### src/hdl/ipv4_text_range_matcher_top_macros.svh
// Assertion macros shared by the matcher RTL.
// No dependencies; included by files that carry concurrent checks.
`ifndef IPV4_TEXT_RANGE_MATCHER_TOP_MACROS_SVH
`define IPV4_TEXT_RANGE_MATCHER_TOP_MACROS_SVH

// Same-cycle implication, disabled in reset.
`define ITRM_ASSERT_NOW(label, clk, rst, ante, cons, msg) \
   label: assert property (@(posedge clk) disable iff (rst) (ante) |-> (cons)) \
      else $error(msg);

// Next-cycle implication, disabled in reset.
`define ITRM_ASSERT_NEXT(label, clk, rst, ante, cons, msg) \
   label: assert property (@(posedge clk) disable iff (rst) (ante) |=> (cons)) \
      else $error(msg);

`endif

### src/hdl/itrm_pkg.sv
// Types and constants for the dotted-decimal IPv4 matcher.
// No dependencies.
`default_nettype none

package itrm_pkg;

   localparam int unsigned ADDR_W      = 32;
   localparam int unsigned OCTET_W     = 8;
   localparam int unsigned PREFIX_W    = 24;
   localparam int unsigned CSR_ADDR_W  = 3;
   localparam int unsigned CSR_DATA_W  = 32;
   // octet*10 + 9 peaks at 2559
   localparam int unsigned ACC_W       = 12;

   localparam logic [7:0]  CHAR_DOT    = 8'h2E;
   localparam logic [7:0]  CHAR_ZERO   = 8'h30;
   localparam logic [7:0]  CHAR_NINE   = 8'h39;
   localparam logic [ACC_W-1:0] OCTET_MAX = ACC_W'(255);
   localparam logic [1:0]  LAST_OCTET  = 2'd3;

   // register select: byte address bit 2
   localparam logic REG_RANGE_LOW  = 1'b0;
   localparam logic REG_RANGE_HIGH = 1'b1;

   localparam logic [ADDR_W-1:0] RANGE_LOW_RESET  = '0;
   localparam logic [ADDR_W-1:0] RANGE_HIGH_RESET = '1;

   typedef struct packed {
      logic [7:0] char_code;
      logic       is_end;
   } req_item_type;

   typedef struct packed {
      logic              in_range;
      logic              well_formed;
      logic [ADDR_W-1:0] parsed_address;
   } rsp_item_type;

   // parser verdict for the string being closed
   typedef struct packed {
      logic              well_formed;
      logic [ADDR_W-1:0] address;
   } parse_status_type;

endpackage

`default_nettype wire

### src/hdl/itrm_parser.sv
// Per-character dotted-decimal parse state and end-of-string verdict.
// Depends on itrm_pkg.
`default_nettype none

module itrm_parser (
   input  wire logic                       clock,
   input  wire logic                       reset,
   input  wire logic                       accept,
   input  wire itrm_pkg::req_item_type     item,
   output itrm_pkg::parse_status_type      status
);
   import itrm_pkg::*;

   logic [PREFIX_W-1:0] prefix_ff, prefix_in;
   logic [1:0]          index_ff, index_in;
   logic [OCTET_W-1:0]  octet_ff, octet_in;
   logic                seen_ff, seen_in;
   logic                failed_ff, failed_in;

   logic                is_digit;
   logic                is_dot;
   logic [ACC_W-1:0]    acc;

   assign is_digit = (item.char_code >= CHAR_ZERO) && (item.char_code <= CHAR_NINE);
   assign is_dot   = (item.char_code == CHAR_DOT);
   // octet*10 + digit, as shifts
   assign acc = {1'b0, octet_ff, 3'b000} + {3'b000, octet_ff, 1'b0}
              + {4'b0000, item.char_code - CHAR_ZERO};

   always_comb begin
      prefix_in = prefix_ff;
      index_in  = index_ff;
      octet_in  = octet_ff;
      seen_in   = seen_ff;
      failed_in = failed_ff;
      if (accept) begin
         if (item.is_end) begin
            prefix_in = '0;
            index_in  = '0;
            octet_in  = '0;
            seen_in   = 1'b0;
            failed_in = 1'b0;
         end else if (!failed_ff) begin
            if (is_digit) begin
               if (acc > OCTET_MAX) begin
                  failed_in = 1'b1;
               end else begin
                  octet_in = acc[OCTET_W-1:0];
                  seen_in  = 1'b1;
               end
            end else if (is_dot) begin
               if (!seen_ff || index_ff == LAST_OCTET) begin
                  failed_in = 1'b1;
               end else begin
                  prefix_in = {prefix_ff[PREFIX_W-OCTET_W-1:0], octet_ff};
                  index_in  = index_ff + 2'd1;
                  octet_in  = '0;
                  seen_in   = 1'b0;
               end
            end else begin
               failed_in = 1'b1;
            end
         end
      end
   end

   always_ff @(posedge clock) begin
      if (reset) begin
         prefix_ff <= '0;
         index_ff  <= '0;
         octet_ff  <= '0;
         seen_ff   <= 1'b0;
         failed_ff <= 1'b0;
      end else begin
         prefix_ff <= prefix_in;
         index_ff  <= index_in;
         octet_ff  <= octet_in;
         seen_ff   <= seen_in;
         failed_ff <= failed_in;
      end
   end

   // verdict as of the state before the end item
   assign status.well_formed = !failed_ff && seen_ff && (index_ff == LAST_OCTET);
   assign status.address     = status.well_formed ? {prefix_ff, octet_ff} : '0;

endmodule

`default_nettype wire

### src/hdl/ipv4_text_range_matcher_top.sv
// Top level of the dotted-decimal IPv4 parser with address range check.
// Depends on itrm_pkg, itrm_parser and ipv4_text_range_matcher_top_macros.svh.
//
// Usage:
//   req channel: one text character per item (char_code), or an end item
//   (is_end = 1) that closes the string. Characters give no result; each
//   end item gives exactly one rsp item: well_formed, parsed_address (zero
//   when malformed) and in_range against [range_low, range_high].
//   csr port: APB-style, range_low at byte 0, range_high at byte 4. Write
//   only while idle. Reads return the register value; pready is tied high.
// Timing:
//   One item per cycle while req_stall is low. An end item's result is
//   registered in the result register (or skid). The parse update is a x10
//   accumulate plus compare; the range check is two 32-bit compares, both combinational.
// Stall:
//   The result register is backed by a one-item skid register. While rsp
//   stalls, characters keep flowing and one more end item is absorbed; req
//   stalls only when the skid register is occupied.
// Reset:
//   Synchronous, active high. Clears parse state, both result slots, and
//   loads range_low = 0, range_high = all ones (everything matches).
`default_nettype none
`include "ipv4_text_range_matcher_top_macros.svh"

module ipv4_text_range_matcher_top (
   input  wire logic                                clock,
   input  wire logic                                reset,
   // item input
   input  wire logic                                req_valid,
   output      logic                                req_stall,
   input  wire itrm_pkg::req_item_type              req_item,
   // result output
   output      logic                                rsp_valid,
   input  wire logic                                rsp_stall,
   output      itrm_pkg::rsp_item_type              rsp_item,
   // configuration
   input  wire logic                                csr_psel,
   input  wire logic                                csr_penable,
   input  wire logic                                csr_pwrite,
   input  wire logic [itrm_pkg::CSR_ADDR_W-1:0]     csr_paddr,
   input  wire logic [itrm_pkg::CSR_DATA_W-1:0]     csr_pwdata,
   output      logic [itrm_pkg::CSR_DATA_W-1:0]     csr_prdata,
   output      logic                                csr_pready
);
   import itrm_pkg::*;

   logic                 req_accept;
   logic                 rsp_accept;
   logic                 new_result;
   logic                 csr_write;

   logic [ADDR_W-1:0]    range_low_ff, range_low_in;
   logic [ADDR_W-1:0]    range_high_ff, range_high_in;

   parse_status_type     status;
   rsp_item_type         result;

   logic                 rsp_valid_ff, rsp_valid_in;
   rsp_item_type         rsp_item_ff, rsp_item_in;
   logic                 skid_valid_ff, skid_valid_in;
   rsp_item_type         skid_item_ff, skid_item_in;

   assign req_accept = req_valid && !req_stall;
   assign rsp_accept = rsp_valid_ff && !rsp_stall;
   assign new_result = req_accept && req_item.is_end;

   // ---------------- configuration registers ----------------
   assign csr_pready = 1'b1;
   assign csr_write  = csr_psel && csr_penable && csr_pwrite && csr_pready;

   always_comb begin
      range_low_in  = range_low_ff;
      range_high_in = range_high_ff;
      if (csr_write) begin
         unique case (csr_paddr[2])
            REG_RANGE_LOW:  range_low_in  = csr_pwdata;
            REG_RANGE_HIGH: range_high_in = csr_pwdata;
            default: ;
         endcase
      end
   end

   always_comb begin
      unique case (csr_paddr[2])
         REG_RANGE_LOW:  csr_prdata = range_low_ff;
         REG_RANGE_HIGH: csr_prdata = range_high_ff;
         default:        csr_prdata = '0;
      endcase
   end

   always_ff @(posedge clock) begin
      if (reset) begin
         range_low_ff  <= RANGE_LOW_RESET;
         range_high_ff <= RANGE_HIGH_RESET;
      end else begin
         range_low_ff  <= range_low_in;
         range_high_ff <= range_high_in;
      end
   end

   // ---------------- parser ----------------
   itrm_parser u_parser (
      .clock  (clock),
      .reset  (reset),
      .accept (req_accept),
      .item   (req_item),
      .status (status)
   );

   // range check on the closing string; malformed address is already zero
   assign result.well_formed    = status.well_formed;
   assign result.parsed_address = status.address;
   assign result.in_range       = status.well_formed
                                  && (range_low_ff <= status.address)
                                  && (status.address <= range_high_ff);

   // ---------------- result register + skid ----------------
   // skid occupied means the next end item would have nowhere to go
   assign req_stall = skid_valid_ff;

   always_comb begin
      rsp_valid_in  = rsp_valid_ff;
      rsp_item_in   = rsp_item_ff;
      skid_valid_in = skid_valid_ff;
      skid_item_in  = skid_item_ff;
      if (!rsp_valid_ff || rsp_accept) begin
         if (skid_valid_ff) begin
            rsp_valid_in  = 1'b1;
            rsp_item_in   = skid_item_ff;
            skid_valid_in = 1'b0;
         end else begin
            rsp_valid_in = new_result;
            if (new_result) begin
               rsp_item_in = result;
            end
         end
      end else if (new_result) begin
         skid_valid_in = 1'b1;
         skid_item_in  = result;
      end
   end

   always_ff @(posedge clock) begin
      if (reset) begin
         rsp_valid_ff  <= 1'b0;
         skid_valid_ff <= 1'b0;
      end else begin
         rsp_valid_ff  <= rsp_valid_in;
         skid_valid_ff <= skid_valid_in;
      end
      rsp_item_ff  <= rsp_item_in;
      skid_item_ff <= skid_item_in;
   end

   assign rsp_valid = rsp_valid_ff;
   assign rsp_item  = rsp_item_ff;

   // ---------------- checks ----------------
   `ITRM_ASSERT_NOW(a_skid_behind_out, clock, reset, skid_valid_ff, rsp_valid_ff,
      "skid holds an item while the result register is empty")
   `ITRM_ASSERT_NOW(a_range_needs_form, clock, reset, rsp_valid_ff && rsp_item_ff.in_range,
      rsp_item_ff.well_formed, "in_range set on a malformed string")
   `ITRM_ASSERT_NOW(a_bad_addr_zero, clock, reset, rsp_valid_ff && !rsp_item_ff.well_formed,
      rsp_item_ff.parsed_address == '0, "malformed string reports a nonzero address")
   `ITRM_ASSERT_NEXT(a_stalled_end_skids, clock, reset,
      new_result && rsp_valid_ff && rsp_stall && !skid_valid_ff, skid_valid_ff,
      "end item taken under stall was not held in skid")

endmodule

`default_nettype wire
### config.mk
export PLATFORM = sky130hd
export DESIGN_NAME = ipv4_text_range_matcher_top
export DESIGN_NICKNAME = d
export VERILOG_FILES = /design/src/hdl/itrm_pkg.sv /design/src/hdl/itrm_parser.sv /design/src/hdl/ipv4_text_range_matcher_top.sv
export VERILOG_INCLUDE_DIRS = /design/src /design/src/hdl
export SDC_FILE = /design/constraint.sdc
export NUM_CORES = 1
export LEC_CHECK = 0
export BUFFER_PORTS_ARGS = -buffer_cell sky130_fd_sc_hd__buf_4
export CAP_MARGIN = 20
export CORE_AREA = 3 3 146 119
export CTS_BUF_LIST = sky130_fd_sc_hd__clkbuf_8
export CTS_CLUSTER_DIAMETER = 40
export DETAILED_ROUTE_END_ITERATION = 10
export DIE_AREA = 0 0 149 122
export GPL_TIMING_DRIVEN = 0
export PLACE_DENSITY = 0.86
export SETUP_SLACK_MARGIN = 0.3
export SYNTH_ARGS = -nofsm -noshare
export SYNTH_HDL_FRONTEND = slang
export SYNTH_SLANG_ARGS = --single-unit
### constraint.sdc
create_clock -name clock -period 6 [get_ports clock]
set_input_delay 0.9 -clock clock [delete_from_list [all_inputs] [get_ports clock]]
set_output_delay 0.9 -clock clock [all_outputs]
set_load 0.1 [all_outputs]
; ---- Yosys cells after proc, flatten, opt, wreduce, memory -nomap -nowiden
; Cells that the tools add are included.
[totals]
regBits = 170
word_cells = 93
[classes]
addsub = 4
n_lt_le_gt_ge = 5
n_eq_ne = 7
mux = 33
n_bitwise = 2
reduce_logical = 27
[op_table]
columns = op, count
row1 = $mux 24, 5
row2 = $mux 34, 2
row3 = $le 32x32->1, 2
row4 = $pmux 32 s2, 1
row5 = $mux 8, 6
row6 = $mux 32, 1
row7 = $mux 1, 13
row8 = $add 11x9->12, 1
row9 = $add 12x8->12, 1
row10 = $gt 12x8->1 const B, 1
row11 = $logic_and 1x1->1, 10
row12 = $mux 2, 5
row13 = $reduce_and 5->1, 2
row14 = $eq 8x6->1 const B, 1
row15 = $ge 8x6->1 const B, 1
row16 = $le 8x6->1 const B, 1
row17 = $reduce_and 2->1, 4
row18 = $sub 8x6->8 const B, 1
row19 = $ne 2x2->1 const B, 3
row20 = $logic_not 1->1, 5
row21 = $reduce_bool 2->1, 2
row22 = $ne 3x2->1 const B, 1
row23 = $ne 3x3->1 const B, 1
row24 = $reduce_bool 3->1, 1
row25 = other kinds (5), 7

; ---- Depth between registers and ports, before layout
[depth]
word_depth = 9
depth_mapped = 13

; ---- By module
; Synthesis repeated with hierarchy kept, for this count alone.
[unflattened]
cells_unflattened = 953
hier_area_um2 = 8908.5
[modules_own_cells]
columns = mod, n_inst, cells_per_inst, area_each_um2, seq_area_each_um2
row1 = ipv4_text_range_matcher_top, 1, 670, 6658.9, 3363.2
row2 = itrm_parser, 1, 283, 2249.7, 720.7

; ---- Worst setup path before layout
; No wires, ideal clock.
[synth_path]
path_kind = in2out
start = input csr_paddr[2] (netlist name)
end = output csr_prdata[0] (netlist name)
t_arrival_ns = 3.445
required_ns = 5.100
path_slack_ns = 1.655
path_stages = 3
n_path_buf = 2
path_cell_list = clkbuf_1 buf_1 o21ai_0
[synth_between]
elab_chain_len = 2
[synth_lines]
columns = element, line
row1 = "start, declared", ipv4_text_range_matcher_top.sv:40  ; input wire logic [itrm_pkg::CSR_ADDR_W-1:0] csr_paddr,
row2 = $not 1->1 (no line), n/a
row3 = $pmux 32 s2 *, ipv4_text_range_matcher_top.sv:84  ; unique case (csr_paddr[2])
row4 = "end, declared", ipv4_text_range_matcher_top.sv:42  ; output logic [itrm_pkg::CSR_DATA_W-1:0] csr_prdata,
; Mark *: on every way between the ends. The rest lies on a longest branch, timed or not.

==> impl_metrics.toml <==
[detailed_routing]
wl_per_cell_um = 18.3
dr.pass1.iters = 6
wirelength_um = 23600
ant_nets = 0
drtIter0Drc = 689
avgViaCountPerCell = 5.78
vias = 7441
drcViolationCount = 0

[clocking]
cts_tree = "done"
ctsResizeCount = 0
post_cts_buffers = 0
cts_root_buf = "clkbuf_8"
path_clk_slew_ps = 80
ctsLongestPathBuffers = 2
hold_buffers = 0
htree_levels = 4
clk_latency_ps = 470
cts.sinks = 170
numCtsBuffers = 17

[synth]
yosysUniqueCellTypes = 57
synth-seq-cells = 170
async_reset_ff_frac = 0
yosysTopAreaCellShare = 0.233
synth-edff-count = 68
synth.net_count = 1060
yosys_warnings = 0
seq_area_frac_synth = 0.467
yosys.area.top_type = "dfxtp_1"
synth_area_um2 = 8750
syn_inst = 925
synth.avg_cell_area_um2 = 9.46
synthFlopType = "dfxtp_1"
synthTopCellsByArea = "dfxtp_1 (23%), edfxtp_1 (23%), ha_1 (11%)"

[power_and_ir_drop]
switching_share = 0.292
power_switching_uw = 712
ir_drop_uv = 130
clkPwrFrac = 0.330
intPower_mw = 1.72
pwr-share-seq = 0.505
p_per_area_nw_per_um2 = 236
p_leak_nw = 4.61
pwr-share-comb = 0.165

[setup_path]
cp.arrival_ps = 4420
r2r-start = "u_parser.index_ff[0]"
cp_max_fo = 10
critical-path-top-delay-family = "simple AND/OR/NAND/NOR gates"
ff2ff_path_depth = 13
cp.required_ps = 6330
worstSetupStartpointType = "register"
ff2ff_setup_slack_ps = 1910
critPathSlowestCell = "or4b_2"
max_stage_delay_ps = 710
path_depth = 13
path_class = "reg -> reg"
cp-endpoint = "rsp_item[33]"
cp-end-kind = "register"
worstSetupStartpoint = "u_parser.index_ff[0]"
cp.buffers_inverters = 3
path_cells = "ha_1 -> nand3_1 -> inv_1 -> buf_1 -> nand2_1 -> inv_1 -> ha_1 -> nand4_1 -> or3_1 -> a21oi_1 -> or4b_2 -> a2111oi_4 -> mux2_1"
timing.rr.end = "rsp_item[33]"

[worst_hold_path]
hp-class = "reg -> reg"

[sta]
slew_headroom = 0.388
setup_viol = 0
drv_slew = 0
finalSetupTns_ps = 0
fin_skew_ps = 16.8
rsz0062_at_grt = "false"
finalCriticalPeriod_ps = 4090
timing.hold.ws_ps = 464
tightest_slew_ps = 911
hold_viol_final = 0
final.period_utilization = 0.682
setup_ws_ps = 1910
fmax_mhz = 244

[die]
die_w_um = 149
initial_utilization = 0.550
fp-row-count = 41
fp.dieH_um = 122
coreArea_um2 = 15900
die-area_um2 = 18200
ios = 120

[global_route]
grt_overflow = 0
grt_usage = 0.261
grt_antenna_before_repair = 0
grt_pass1_wl_um = 37100
grt_max_degree = 29
first_global_vias = 7199

[cells_and_area]
layout-drive-gt1-share = 0.178
final_nets = 1194
syn2layout_area_growth_pct = 17.9
final_util = 0.649
antenna_cells = 0

[outcome]
status = "complete, no violations"

[place]
io_buffers = 113
place_congestion = 0.890
dp_hpwl_um = 17800
dp_slack_ps = 1920

[flow_run]
drv_cap = 0
## cells by family (layout without fill, tap and decap cells)
kind of cell	Yosys count	in the layout	synth area share
compound gates	198	198	0.145
xor+xnor	6	6	0.00600
fa+ha+maj	84	84	0.125
mux	43	43	0.0545
buf+inv	136	283	0.0587
flops	170	170	0.467
simple gates	287	287	0.144
other cells	1	1	0.000428
## Yosys cell counts, drive strengths merged, types with 18 or more instances
cell,n
nor2,37
dfxtp,102
a22oi,25
ha,78
nand4,18
clkbuf,38
a21oi,65
o211ai,35
edfxtp,68
nand2,191
mux2,34
o21ai,47
inv,92
## stage by stage
step	power, mW	instances	cell area, um2
2_1_floorplan	1.55	925	8750
3_3_place_gp	1.65	1253	9870
3_5_place_dp	1.66	1255	9940
4_1_cts	2.44	1287	10300
5_1_grt	2.50	1287	10300
6_report	2.44	1287	10300
## cell usage in the layout (no fill, tap or decap), drive strengths merged, types with 9 or more instances in the layout
master | synthesis | layout
clkbuf | 38 | 55
a22oi | 25 | 25
nand2 | 191 | 191
mux2i | 9 | 9
buf | 6 | 121
nor2 | 37 | 37
o21ai | 47 | 47
a21oi | 65 | 65
dfxtp | 102 | 102
o211ai | 35 | 35
edfxtp | 68 | 68
nand4 | 18 | 18
inv | 92 | 98
ha | 78 | 78
nand3 | 14 | 14
mux2 | 34 | 34
## worst min-delay path: cells and delay by family, from the launching register on
family,cells,cell delay (ps)
flops,1,320
simple gates,1,50
compound gates,1,50
## sequential cells by signal (all words and copies together), names as in the netlist
name / count
u_parser.octet_ff: 8
rsp_item: 34
u_parser.failed_ff: 1
rsp_valid: 1
skid_item_ff: 34
u_parser.index_ff: 2
req_stall: 1
u_parser.prefix_ff: 24
u_parser.seen_ff: 1
range_low_ff: 32
range_high_ff: 32
## final cells by class
class                   count  area (um2)
multi-input cells         619        4170
fillers                  1263        5590
flip-flops and latches    170        4080
clock inverters            15         146
well taps                 215         269
repair buffers            115         896
clock buffers              17         234
plain buffers              44         169
inverters                  92         345
## metal layers
layer,wire length (um),track usage,vias up
li1,-,-,3492
met1,10100,0.360,3508
met2,10700,0.412,390
met3,2240,0.0513,51
met4,587,0.0921,0
met5,0,0,-
## power by group through the flow
stage,Combinational (mW),Clock (mW),Sequential (mW)
4_1_cts,0.401,0.805,1.23
2_1_floorplan,0.239,0,1.31
5_1_grt,0.423,0.847,1.23
6_report,0.402,0.804,1.23
3_3_place_gp,0.390,0,1.26
3_5_place_dp,0.399,0,1.26
## how the worst min path moves through the flow
stage                                from              end  slack [ps]  cells past startpoint
after floorplan           range_low_ff[0]  range_low_ff[0]         440                      2
after global placement    range_low_ff[0]  range_low_ff[0]         450                      2
after detailed placement  range_low_ff[0]  range_low_ff[0]         450                      2
after CTS                 range_low_ff[0]  range_low_ff[0]         460                      2
after global routing      range_low_ff[0]  range_low_ff[0]         490                      2
final                     range_low_ff[0]  range_low_ff[0]         460                      2
Note: power is estimated with default switching activity, not from simulation.
